**config.mk**
```make
export PLATFORM = sky130hd
export DESIGN_NAME = gauss_seidel_3x3_solver_top
export DESIGN_NICKNAME = d
export VERILOG_FILES = /design/src/hdl/gss_pkg.sv /design/src/hdl/gss_mul.sv /design/src/hdl/gss_seq.sv /design/src/hdl/gauss_seidel_3x3_solver_top.sv
export SDC_FILE = /design/constraint.sdc
export NUM_CORES = 2
export LEC_CHECK = 0
export BUFFER_PORTS_ARGS = -buffer_cell sky130_fd_sc_hd__buf_2
export CAP_MARGIN = 10
export CORE_ASPECT_RATIO = 1.1
export CORE_UTILIZATION = 56
export CTS_CLUSTER_DIAMETER = 150
export CTS_CLUSTER_SIZE = 20
export DETAILED_ROUTE_END_ITERATION = 10
export PLACE_DENSITY = 0.85
export REMOVE_ABC_BUFFERS = 1
export SYNTH_ARGS = -nofsm -noshare
export SYNTH_HDL_FRONTEND = slang
export SYNTH_SLANG_ARGS = --single-unit
```
**constraint.sdc**
```tcl
create_clock -name clk -period 21 [get_ports clk]
set_input_delay 3.15 -clock clk [delete_from_list [all_inputs] [get_ports clk]]
set_output_delay 3.15 -clock clk [all_outputs]
set_load 0.01 [all_outputs]
```
**src/hdl/gss_pkg.sv**
```systemverilog
// Package for the 3x3 Gauss-Seidel solver: transaction payload types,
// status and register codes, fixed widths and reset values.
// No dependencies.
package gss_pkg;

  localparam int DATA_W       = 32;
  localparam int CNT_W        = 16;
  localparam int NUM_W        = 40;
  localparam int FRAC_BITS_DEF = 16;

  localparam logic [1:0] ST_CONV  = 2'd0;
  localparam logic [1:0] ST_OVF   = 2'd1;
  localparam logic [1:0] ST_LIMIT = 2'd2;

  localparam logic REG_TOL   = 1'b0;
  localparam logic REG_MAXIT = 1'b1;

  localparam logic [31:0]      TOL_RESET   = 32'd42950;
  localparam logic [CNT_W-1:0] MAXIT_RESET = 16'd1000;

  typedef struct packed {
    logic signed [DATA_W-1:0] x_start;
    logic signed [DATA_W-1:0] y_start;
    logic signed [DATA_W-1:0] z_start;
  } in_t;

  typedef struct packed {
    logic signed [DATA_W-1:0] x_result;
    logic signed [DATA_W-1:0] y_result;
    logic signed [DATA_W-1:0] z_result;
    logic [CNT_W-1:0]         sweep_count;
    logic [1:0]               status;
  } out_t;

endpackage

```
**src/hdl/gss_mul.sv**
```systemverilog
// Shared 32x32 unsigned multiplier with registered product.
// Depends on gss_pkg for the data width.
module gss_mul
  import gss_pkg::*;
(
  input  logic                  clk,
  input  logic [DATA_W-1:0]     op_a,
  input  logic [DATA_W-1:0]     op_b,
  output logic [2*DATA_W-1:0]   prod_r
);

  always_ff @(posedge clk) begin
    prod_r <= op_a * op_b;
  end

endmodule

```
**src/hdl/gss_seq.sv**
```systemverilog
// Sweep sequencer and datapath: runs x, y, z updates and the convergence
// test through the shared multiplier. Depends on gss_pkg and gss_mul.
module gss_seq
  import gss_pkg::*;
#(
  parameter int FRAC_BITS = FRAC_BITS_DEF
) (
  input  logic             clk,
  input  logic             rst_n,
  input  logic             start,
  input  in_t              item,
  input  logic [31:0]      tol,
  input  logic [CNT_W-1:0] max_it,
  output logic             busy,
  output logic             done_valid,
  input  logic             done_ready,
  output out_t             result
);

  localparam logic [3:0] S_IDLE = 4'd0;
  localparam logic [3:0] S_NUM  = 4'd1;
  localparam logic [3:0] S_LO   = 4'd2;
  localparam logic [3:0] S_HI   = 4'd3;
  localparam logic [3:0] S_ACC  = 4'd4;
  localparam logic [3:0] S_FIN  = 4'd5;
  localparam logic [3:0] S_CX   = 4'd6;
  localparam logic [3:0] S_CXW  = 4'd7;
  localparam logic [3:0] S_CY   = 4'd8;
  localparam logic [3:0] S_CYW  = 4'd9;
  localparam logic [3:0] S_DONE = 4'd10;

  localparam logic [1:0] PH_X = 2'd0;
  localparam logic [1:0] PH_Y = 2'd1;
  localparam logic [1:0] PH_Z = 2'd2;

  localparam logic [31:0] RECIP6  = 32'(((64'd1 << (FRAC_BITS + 1)) + 64'd6) / 64'd12);
  localparam logic [31:0] RECIP9  = 32'(((64'd1 << (FRAC_BITS + 1)) + 64'd9) / 64'd18);
  localparam logic [31:0] RECIP12 = 32'(((64'd1 << (FRAC_BITS + 1)) + 64'd12) / 64'd24);
  localparam logic [63:0] HALF    = 64'd1 << (FRAC_BITS - 1);
  localparam logic [63:0] POS_LIM = 64'h0000_0000_7FFF_FFFF;
  localparam logic [63:0] NEG_LIM = 64'h0000_0000_8000_0000;
  localparam logic signed [NUM_W-1:0] K3  = NUM_W'(64'd3 << FRAC_BITS);
  localparam logic signed [NUM_W-1:0] K40 = NUM_W'(64'd40 << FRAC_BITS);
  localparam logic signed [NUM_W-1:0] K50 = NUM_W'(64'd50 << FRAC_BITS);

  logic [3:0]               state_r, state_nxt;
  logic [1:0]               phase_r, phase_nxt;
  logic signed [DATA_W-1:0] x_r, y_r, z_r, xo_r, yo_r;
  logic [CNT_W-1:0]         count_r;
  logic                     ovf_r, passx_r, numneg_r;
  logic [1:0]               status_r;
  logic [NUM_W-1:0]         mag_r;
  logic [63:0]              acc_r;

  logic [DATA_W-1:0]        mul_a, mul_b;
  logic [2*DATA_W-1:0]      prod;
  logic [31:0]              recip;

  logic signed [NUM_W-1:0]  ex, ey, ez, num;
  logic [63:0]              q, qs;
  logic                     negative, sat;
  logic signed [DATA_W-1:0] val;
  logic signed [DATA_W:0]   dx, dy;
  logic [DATA_W:0]          adx, ady;
  logic                     pass_now;

  gss_mul u_mul (
    .clk    (clk),
    .op_a   (mul_a),
    .op_b   (mul_b),
    .prod_r (prod)
  );

  always_comb begin
    ex = NUM_W'(x_r);
    ey = NUM_W'(y_r);
    ez = NUM_W'(z_r);
    case (phase_r)
      PH_X:    num = K3 - ey - ez;
      PH_Y:    num = K40 - ((ex <<< 2) + (ex <<< 1)) - ez;
      default: num = K50 + ((ex <<< 1) + ex) - ey;
    endcase
    case (phase_r)
      PH_X:    recip = RECIP6;
      PH_Y:    recip = RECIP9;
      default: recip = RECIP12;
    endcase
  end

  always_comb begin
    mul_a = '0;
    mul_b = '0;
    case (state_r)
      S_LO: begin
        mul_a = mag_r[DATA_W-1:0];
        mul_b = recip;
      end
      S_HI: begin
        mul_a = DATA_W'(mag_r[NUM_W-1:DATA_W]);
        mul_b = recip;
      end
      S_CX: begin
        mul_a = tol;
        mul_b = xo_r[DATA_W-1] ? DATA_W'(-xo_r) : DATA_W'(xo_r);
      end
      S_CY: begin
        mul_a = tol;
        mul_b = yo_r[DATA_W-1] ? DATA_W'(-yo_r) : DATA_W'(yo_r);
      end
      default: begin
        mul_a = '0;
        mul_b = '0;
      end
    endcase
  end

  always_comb begin
    q        = (acc_r + HALF) >> FRAC_BITS;
    negative = numneg_r ^ (phase_r == PH_Z);
    sat      = negative ? (q > NEG_LIM) : (q > POS_LIM);
    qs       = sat ? (negative ? NEG_LIM : POS_LIM) : q;
    val      = negative ? DATA_W'(-qs[DATA_W-1:0]) : DATA_W'(qs[DATA_W-1:0]);
    dx       = (DATA_W+1)'(xo_r) - (DATA_W+1)'(x_r);
    dy       = (DATA_W+1)'(yo_r) - (DATA_W+1)'(y_r);
    adx      = dx[DATA_W] ? (DATA_W+1)'(-dx) : (DATA_W+1)'(dx);
    ady      = dy[DATA_W] ? (DATA_W+1)'(-dy) : (DATA_W+1)'(dy);
    pass_now = (state_r == S_CXW) ? ({adx[DATA_W-1:0], 32'b0} <= prod)
                                  : ({ady[DATA_W-1:0], 32'b0} <= prod);
  end

  always_comb begin
    state_nxt = state_r;
    phase_nxt = phase_r;
    case (state_r)
      S_IDLE:  if (start) begin
        state_nxt = S_NUM;
        phase_nxt = PH_X;
      end
      S_NUM:   state_nxt = S_LO;
      S_LO:    state_nxt = S_HI;
      S_HI:    state_nxt = S_ACC;
      S_ACC:   state_nxt = S_FIN;
      S_FIN: begin
        if (phase_r == PH_Z) begin
          state_nxt = S_CX;
        end else begin
          state_nxt = S_NUM;
          phase_nxt = phase_r + 2'd1;
        end
      end
      S_CX:    state_nxt = S_CXW;
      S_CXW:   state_nxt = S_CY;
      S_CY:    state_nxt = S_CYW;
      S_CYW: begin
        if (ovf_r || (passx_r && pass_now) || (count_r >= max_it)) begin
          state_nxt = S_DONE;
        end else begin
          state_nxt = S_NUM;
          phase_nxt = PH_X;
        end
      end
      S_DONE:  if (done_ready) begin
        state_nxt = S_IDLE;
      end
      default: state_nxt = S_IDLE;
    endcase
  end

  always_ff @(posedge clk) begin
    if (!rst_n) begin
      state_r <= S_IDLE;
      phase_r <= PH_X;
    end else begin
      state_r <= state_nxt;
      phase_r <= phase_nxt;
    end
  end

  always_ff @(posedge clk) begin
    case (state_r)
      S_IDLE: if (start) begin
        x_r     <= item.x_start;
        y_r     <= item.y_start;
        z_r     <= item.z_start;
        count_r <= '0;
      end
      S_NUM: begin
        numneg_r <= num[NUM_W-1];
        mag_r    <= num[NUM_W-1] ? NUM_W'(-num) : NUM_W'(num);
        if (phase_r == PH_X) begin
          xo_r    <= x_r;
          yo_r    <= y_r;
          count_r <= count_r + 1'b1;
          ovf_r   <= 1'b0;
        end
      end
      S_HI:  acc_r <= prod;
      S_ACC: acc_r <= acc_r + {prod[DATA_W-1:0], 32'b0};
      S_FIN: begin
        if (sat) begin
          ovf_r <= 1'b1;
        end
        case (phase_r)
          PH_X:    x_r <= val;
          PH_Y:    y_r <= val;
          default: z_r <= val;
        endcase
      end
      S_CXW: passx_r <= pass_now;
      S_CYW: begin
        if (ovf_r) begin
          status_r <= ST_OVF;
        end else if (passx_r && pass_now) begin
          status_r <= ST_CONV;
        end else begin
          status_r <= ST_LIMIT;
        end
      end
      default: ;
    endcase
  end

  assign busy       = (state_r != S_IDLE);
  assign done_valid = (state_r == S_DONE);
  assign result     = '{x_result: x_r, y_result: y_r, z_result: z_r,
                        sweep_count: count_r, status: status_r};

endmodule

```
**src/hdl/gauss_seidel_3x3_solver_top.sv**
```systemverilog
// Top level of the 3x3 Gauss-Seidel solver: configuration registers, input
// and output channels, output register. Depends on gss_pkg and gss_seq.
//
// Use: write tolerance (address 0, unsigned Q0.32) and max_iterations
// (address 4) over the APB-style port while idle. Send a starting guess
// (x, y, z) on in_data with in_valid; it is accepted when in_stall is low.
// One result transaction follows on out_data with out_valid: final x, y, z,
// the sweep count and the status (converged, overflow, limit).
// Each sweep runs three updates through the one shared 32x32 multiplier
// (numerator, low and high partial product, accumulate, round and
// saturate), then the relative change test. in_stall stays high while
// a guess is in work, so one item is handled at a time.
// The finished result sits in the output register, and a new item is taken
// while it waits; if out_stall keeps that register full, the next item
// holds at its end until the register frees.
// Reset clears control state and loads tolerance 42950, max_iterations 1000.
module gauss_seidel_3x3_solver_top
  import gss_pkg::*;
#(
  parameter int FRAC_BITS = FRAC_BITS_DEF
) (
  input  logic        clk,
  input  logic        rst_n,
  input  logic        in_valid,
  output logic        in_stall,
  input  in_t         in_data,
  output logic        out_valid,
  input  logic        out_stall,
  output out_t        out_data,
  input  logic        psel,
  input  logic        penable,
  input  logic        pwrite,
  input  logic [2:0]  paddr,
  input  logic [31:0] pwdata,
  output logic [31:0] prdata,
  output logic        pready
);

  logic [31:0]      tol_r;
  logic [CNT_W-1:0] max_it_r;
  logic             out_valid_r;
  out_t             out_data_r;
  logic             busy, done_valid, done_ready, start, cfg_wr;
  out_t             result;

  assign pready     = 1'b1;
  assign cfg_wr     = psel && penable && pwrite && pready;
  assign prdata     = (paddr[2] == REG_MAXIT) ? 32'(max_it_r) : tol_r;
  assign in_stall   = busy;
  assign start      = in_valid && !busy;
  assign done_ready = !out_valid_r || !out_stall;
  assign out_valid  = out_valid_r;
  assign out_data   = out_data_r;

  gss_seq #(.FRAC_BITS(FRAC_BITS)) u_seq (
    .clk        (clk),
    .rst_n      (rst_n),
    .start      (start),
    .item       (in_data),
    .tol        (tol_r),
    .max_it     (max_it_r),
    .busy       (busy),
    .done_valid (done_valid),
    .done_ready (done_ready),
    .result     (result)
  );

  always_ff @(posedge clk) begin
    if (!rst_n) begin
      tol_r    <= TOL_RESET;
      max_it_r <= MAXIT_RESET;
    end else if (cfg_wr) begin
      if (paddr[2] == REG_TOL) begin
        tol_r <= pwdata;
      end else begin
        max_it_r <= pwdata[CNT_W-1:0];
      end
    end
  end

  always_ff @(posedge clk) begin
    if (!rst_n) begin
      out_valid_r <= 1'b0;
    end else if (done_valid && done_ready) begin
      out_valid_r <= 1'b1;
    end else if (!out_stall) begin
      out_valid_r <= 1'b0;
    end
  end

  always_ff @(posedge clk) begin
    if (done_valid && done_ready) begin
      out_data_r <= result;
    end
  end

endmodule
```
# [After elaboration in Yosys (flattened, before gate mapping)]
# Index checks and enable logic that the tools add are counted.
[op_classes] add_sub_neg=20 mul=1 magnitude_cmp=5 n_eq_ne=22 n_mux=43 n_bitwise=2 reduce_logical=32
[op_table] operator="$mux 32" count=14
[op_table] operator="$pmux 32 s2" count=3
[op_table] operator="$pmux 32 s3" count=2
[op_table] operator="$neg 32->32" count=5
[op_table] operator="$le 64x64->1" count=2
[op_table] operator="$pmux 64 s2" count=1
[op_table] operator="$pmux 40 s2" count=1
[op_table] operator="$sub 40x32->40" count=2
[op_table] operator="$sub 32x32->33" count=2
[op_table] operator="$add 64x16->64 const B" count=1
[op_table] operator="$add 64x64->64" count=1
[op_table] operator="$mul 32x32->64" count=1
[op_table] operator="$gt 48x31->1 const B" count=1
[op_table] operator="$gt 48x32->1 const B" count=1
[op_table] operator="$pmux 4 s11" count=1
[op_table] operator="$add 23x40->40 const A" count=1
[op_table] operator="$neg 40->40" count=1
[op_table] operator="$sub 23x40->40 const A" count=1
[op_table] operator="$mux 39" count=1
[op_table] operator="$add 34x33->35" count=1
[op_table] operator="$add 33x32->34" count=1
[op_table] operator="$sub 33x32->34" count=1
[op_table] operator="$sub 19x32->33 const A" count=1
[op_table] operator="$mux 16" count=2
[op_table] operator="other kinds (33)" count=77
[totals] reg_bits=518 input_bits=138 output_inout_bits=149

# [Depth between registers and ports, before layout]
[logic_depth] depth_word=10 ltp_mapped=41 ltp_nobuf=40

# [By module]
# A second synthesis with hierarchy kept.
[hier_totals] cells_unflattened=8046 hier_area_um2=73209.0
[modules_own_cells] mod="gss_mul" n_inst=1 cells_per_inst=3818 area_per_inst_um2=34835.9 seq_area_each_um2=1281.2
[modules_own_cells] mod="gss_seq" n_inst=1 cells_per_inst=3868 area_per_inst_um2=32618.8 seq_area_each_um2=8227.9
[modules_own_cells] mod="gauss_seidel_3x3_solver_top" n_inst=1 cells_per_inst=360 area_per_inst_um2=5754.3 seq_area_each_um2=4404.2

# [Least setup slack after synthesis]
# OpenSTA, ideal clock, no wires.
[synth_path] path_kind="in2reg" start="input out_stall" end="register out_data_r (netlist bit out_data[0]), enable pin" setup_ns=0.726 t_arrival_ns=11.015 path_slack_ns=9.259 stages=2 cell_sequence="and2_1 > nor3_1"
[synth_via] elab_chain_cells=3
[synth_rtl] item="from (decl)" line_no="gauss_seidel_3x3_solver_top.sv:28" rtl="input logic out_stall,"
[synth_rtl] item="$logic_not 1->1"
[synth_rtl] item="$logic_or 1x1->1" line_no="gauss_seidel_3x3_solver_top.sv:51" rtl="assign done_ready = !out_valid_r || !out_stall;"
[synth_rtl] item="$logic_and 1x1->1" line_no="gauss_seidel_3x3_solver_top.sv:92" rtl="if (done_valid && done_ready) begin"
[synth_rtl] item="to (signal assigned)" line_no="gauss_seidel_3x3_solver_top.sv:93" rtl="out_data_r <= result;"
[synth_rtl] item="to (decl)" line_no="gauss_seidel_3x3_solver_top.sv:42" rtl="out_t out_data_r;"
# Every way passes these cells.
# A chain may end at the register's enable or synchronous reset.

# [Final worst setup path]
[layout_path] start="register u_seq.xo_r[5]" end="register u_seq.u_mul.prod_r[56]"
[layout_via] elab_chain_cells=4
[layout_rtl] item="from (decl)" line_no="gss_seq.sv:48" rtl="logic signed [DATA_W-1:0] x_r, y_r, z_r, xo_r, yo_r;"
[layout_rtl] item="from (signal assigned)" line_no="gss_seq.sv:191" rtl="xo_r <= x_r;"
[layout_rtl] item="$neg 32->32" line_no="gss_seq.sv:104" rtl="mul_b = xo_r[DATA_W-1] ? DATA_W'(-xo_r) : DATA_W'(xo_r);"
[layout_rtl] item="$mux 32 (*)" line_no="gss_seq.sv:104"
[layout_rtl] item="$pmux 32 s3 (*)" line_no="gss_seq.sv:93" rtl="case (state_r)"
[layout_rtl] item="$mul 32x32->64 (*)" line_no="gss_mul.sv:13" rtl="prod_r <= op_a * op_b;"
[layout_rtl] item="to (signal assigned)" line_no="gss_mul.sv:13"
[layout_rtl] item="to (decl)" line_no="gss_mul.sv:9" rtl="output logic [2*DATA_W-1:0] prod_r"
# Mark *: on every way between the ends. The rest lies on a longest branch, timed or not.

==> flow_summary_export.csv <==
group,metric,value,unit
placed_design,portBuffers,283,
sta,rsz0062_at_grt,"no",
drt,wl_per_cell,24.0,microns
worst_setup_path,crit_required,21530,ps
sta,fin_crit_sh,57.5,%
grt,globalRouteOverflowTotal,0,
logic_synthesis,netlist_instances,8095,
logic_synthesis,synth_area_leader_cell,"fa_1",
floorplanning,ioPinCount,287,
power,p_clk_share,13.4,%
floorplanning,initial_utilization,56.4,%
logic_synthesis,ys_seq_area_share,19.4,%
layout,area_delta_synth_final,5.98,%
placed_design,gp_congestion,1.05,
clocking,clock_latency,680,ps
sta,finalClockSkew,48.2,ps
layout,final_nets,9943,
logic_synthesis,ys_ff_latch,503,
worst_setup_path,crit_arrival,12610,ps
job,maxCapViolations,0,
floorplanning,die_w,343,microns
power,p_leak,35.6,nW
logic_synthesis,synth_edf_count,384,
logic_synthesis,syn-mean-instance-area,8.84,sq um
placed_design,dpl.hpwl,191000,microns
layout,drive_gt1_share,7.00,%
clocking,cts_tree,"done",
power,irDropWorstVdd,0.0000742,V
logic_synthesis,yosysWarnings,0,
grt,grt_antenna_before_repair,14,
clocking,numCtsBuffers,29,
worst_hold_path,hp-class,"register to register",
power,switching_share,46.8,%
worst_setup_path,cp-end-kind,"register",
logic_synthesis,ys.flop_type,"edfxtp_1",
grt,grt_max_degree,81,
outcome,status,"finished clean",
sta,finalHoldViolCount,0,
drt,drc,0,
sta,setup_viol,0,
floorplanning,design.core.area,127000,sq um
power,powerDensity,60.3,nW/um^2
power,p_sw,2.14,mW
clocking,cts_resized,0,
sta,setup_ws,8920,ps
grt,grt_pass1_vias,63600,
drt,vias,62200,
worst_setup_path,cpMaxStageDelayCell,"fa_1",
sta,setup_tns,0,ps
clocking,cts.sinks,503,
placed_design,pre_cts_ws,9130,ps
sta,worstMarginPinSlew,1320,ps
power,p_seq_share,28.9,%
clocking,cts_hold_buf,0,
floorplanning,die_area,129000,sq um
worst_setup_path,cp_max_fo,18,
worst_setup_path,cpPeakStageDelay,600,ps
logic_synthesis,synth_top_area_share,25.3,%
power,intPower,2.43,mW
sta,maxSlewHeadroom,11.0,%
drt,dr.first_iter.drc_count,6521,
drt,wirelength,238000,microns
drt,drt_first_pass_iters,9,
clocking,postCtsSetupBuffers,0,
power,power_frac_comb,57.7,%
logic_synthesis,synth_area,71600,sq um
worst_setup_path,setup.worst_path.class,"register to register",
worst_setup_path,crit_path_frequent_cell,"fa_1",
sta,max_freq,0.0828,GHz
grt,grt_pass1_wl,363000,microns
clocking,clkTransAtPathRegs,90,ps
logic_synthesis,synthTopCellsByArea,"fa_1, edfxtp_1, ha_1, inv_1, nand2_1",
drt,ant_nets,0,
drt,routed_via_density,6.27,
floorplanning,die_y,377,microns
grt,grt_use_total,37.0,%
logic_synthesis,synth_cell_types,101,
sta,fin_crit,12080,ps
sta,finalMaxSlewViolations,0,
logic_synthesis,postSynth.asyncResetShare,0,%
floorplanning,std_cell_rows,137,
clocking,root_buffer,"clkbuf_16",
clocking,h-tree-depth,1,
clocking,clock_path_buffers,3,
worst_setup_path,worstSetupStartpointType,"register",
## logic make-up (layout without fill, tap and decap cells)
kind of cell,count (synthesis),count (layout),synth area share (%)
and+or+nand+nor,2544,2544,16.0
buffers and inverters,1588,1735,8.43
adders and majority gates,1584,1584,37.2
AOI/OAI and AO/OA,1378,1378,12.8
DFF,503,503,19.4
xor gates and xnor gates,449,449,5.50
muxes,47,47,0.699
other,2,7,0.0105
## sequential cells by signal (all words and copies together) (netlist names)
register            count
u_seq.mag_r            40
out_data              114
u_seq.passx_r           1
out_valid               1
max_it_r               16
u_seq.state_r           4
u_seq.z_r              32
u_seq.ovf_r             1
u_seq.u_mul.prod_r     64
u_seq.status_r          2
u_seq.yo_r             32
u_seq.y_r              32
u_seq.numneg_r          1
u_seq.count_r          16
u_seq.acc_r            49
tol_r                  32
u_seq.x_r              32
u_seq.xo_r             32
u_seq.phase_r           2
## Yosys cell counts (15+ instances only)
| master | count |
|---|---|
| a211oi_1 | 43 |
| a21boi_0 | 46 |
| a21o_1 | 182 |
| a21oi_1 | 317 |
| a221oi_1 | 18 |
| a22o_1 | 30 |
| a22oi_1 | 41 |
| a31oi_1 | 58 |
| and2_1 | 73 |
| and3_1 | 60 |
| and4_1 | 22 |
| buf_1 | 28 |
| buf_2 | 16 |
| clkbuf_1 | 270 |
| dfxtp_1 | 119 |
| edfxtp_1 | 384 |
| fa_1 | 903 |
| ha_1 | 681 |
| inv_1 | 1265 |
| mux2_2 | 24 |
| mux2i_1 | 23 |
| nand2_1 | 973 |
| nand2b_1 | 74 |
| nand3_1 | 116 |
| nand3b_1 | 18 |
| nand4_1 | 56 |
| nor2_1 | 812 |
| nor2b_1 | 54 |
| nor3_1 | 110 |
| nor4_1 | 43 |
| o211ai_1 | 32 |
| o21a_1 | 44 |
| o21ai_0 | 271 |
| o21bai_1 | 33 |
| o22ai_1 | 32 |
| o31ai_1 | 49 |
| or2_2 | 22 |
| or3_1 | 45 |
| or4_1 | 15 |
| xnor2_1 | 244 |
| xor2_1 | 205 |
## cells in the final DEF, fill, tap and decap left out, types with 73 or more instances in the layout
cell type	n
inv_1	1264
nand2_1	970
fa_1	903
nor2_1	807
ha_1	680
edfxtp_1	384
a21oi_1	315
buf_2	283
o21ai_0	271
xnor2_1	243
xor2_1	204
a21o_1	182
buf_4	133
dfxtp_1	119
nand3_1	114
nor3_1	100
and2_1	73
nand2b_1	73
## power groups by stage
stage / logic, mW / registers, mW / clock network (mW)
after floorplan: 1.79 / 1.27 / 0
after global routing: 2.84 / 1.32 / 0.646
after detailed placement: 2.52 / 1.33 / 0
after global placement: 2.45 / 1.33 / 0
final: 2.64 / 1.32 / 0.615
after CTS: 2.54 / 1.31 / 0.615
## area by class of cell
type	instances	area (sq um)
multi-input combinational	6005	51800
fill	10500	51000
sequential	503	13900
inverter	1266	4750
timing repair buffer	416	2410
tap	1668	2090
clock buffer	51	808
clock inverter	2	40.0
antenna	4	10.0
## critical path: cells and delay by family (launching register included)
family	cells	cell delay, ps
AO/OA/AOI/OAI	14	3490
XOR/XNOR	2	440
adder cells (fa/ha/maj)	9	4670
buffers and inverters	2	130
flip-flops	1	470
AND/OR/NAND/NOR	7	2740
## stage by stage
| step | std cells | hold WS [ps] | util, % | cell area, sq um | power (mW) |
|---|---|---|---|---|---|
| finish | 9915 | 432 | 59.8 | 75800 | 4.57 |
| global route | 9914 | 436 | 59.8 | 75800 | 4.81 |
| CTS | 9911 | 433 | 59.8 | 75800 | 4.47 |
| detailed placement | 9858 | 412 | 59.1 | 75000 | 3.85 |
| global placement | 9858 | 404 | 59.1 | 75000 | 3.78 |
| floorplan | 7774 | 400 | - | 70300 | 3.06 |
## routing by layer
metal	vias to the layer above	routed length, microns	track usage (%)	share of wire (%)
li1	26900	-	-	-
met3	938	28000	7.95	12
met2	4000	108000	59.5	45
met4	2	19500	25.0	8.2
met5	-	13	0	0.0055
met1	30300	82500	44.4	35
## final timing paths
kind | depth (start not counted) | start | to | slack, ps
max | 34 | u_seq.xo_r[5]$_DFFE_PP_ | u_seq.u_mul.prod_r[56]$_DFF_P_ | 8920
max reg2reg | 34 | u_seq.xo_r[5]$_DFFE_PP_ | u_seq.u_mul.prod_r[56]$_DFF_P_ | 8920
min | 0 | u_seq.status_r[1]$_SDFFCE_PP0P_ | out_data[1]$_DFFE_PP_ | 430
min reg2reg | 0 | u_seq.status_r[1]$_SDFFCE_PP0P_ | out_data[1]$_DFFE_PP_ | 430
Note: power is estimated with default switching activity, not from simulation.
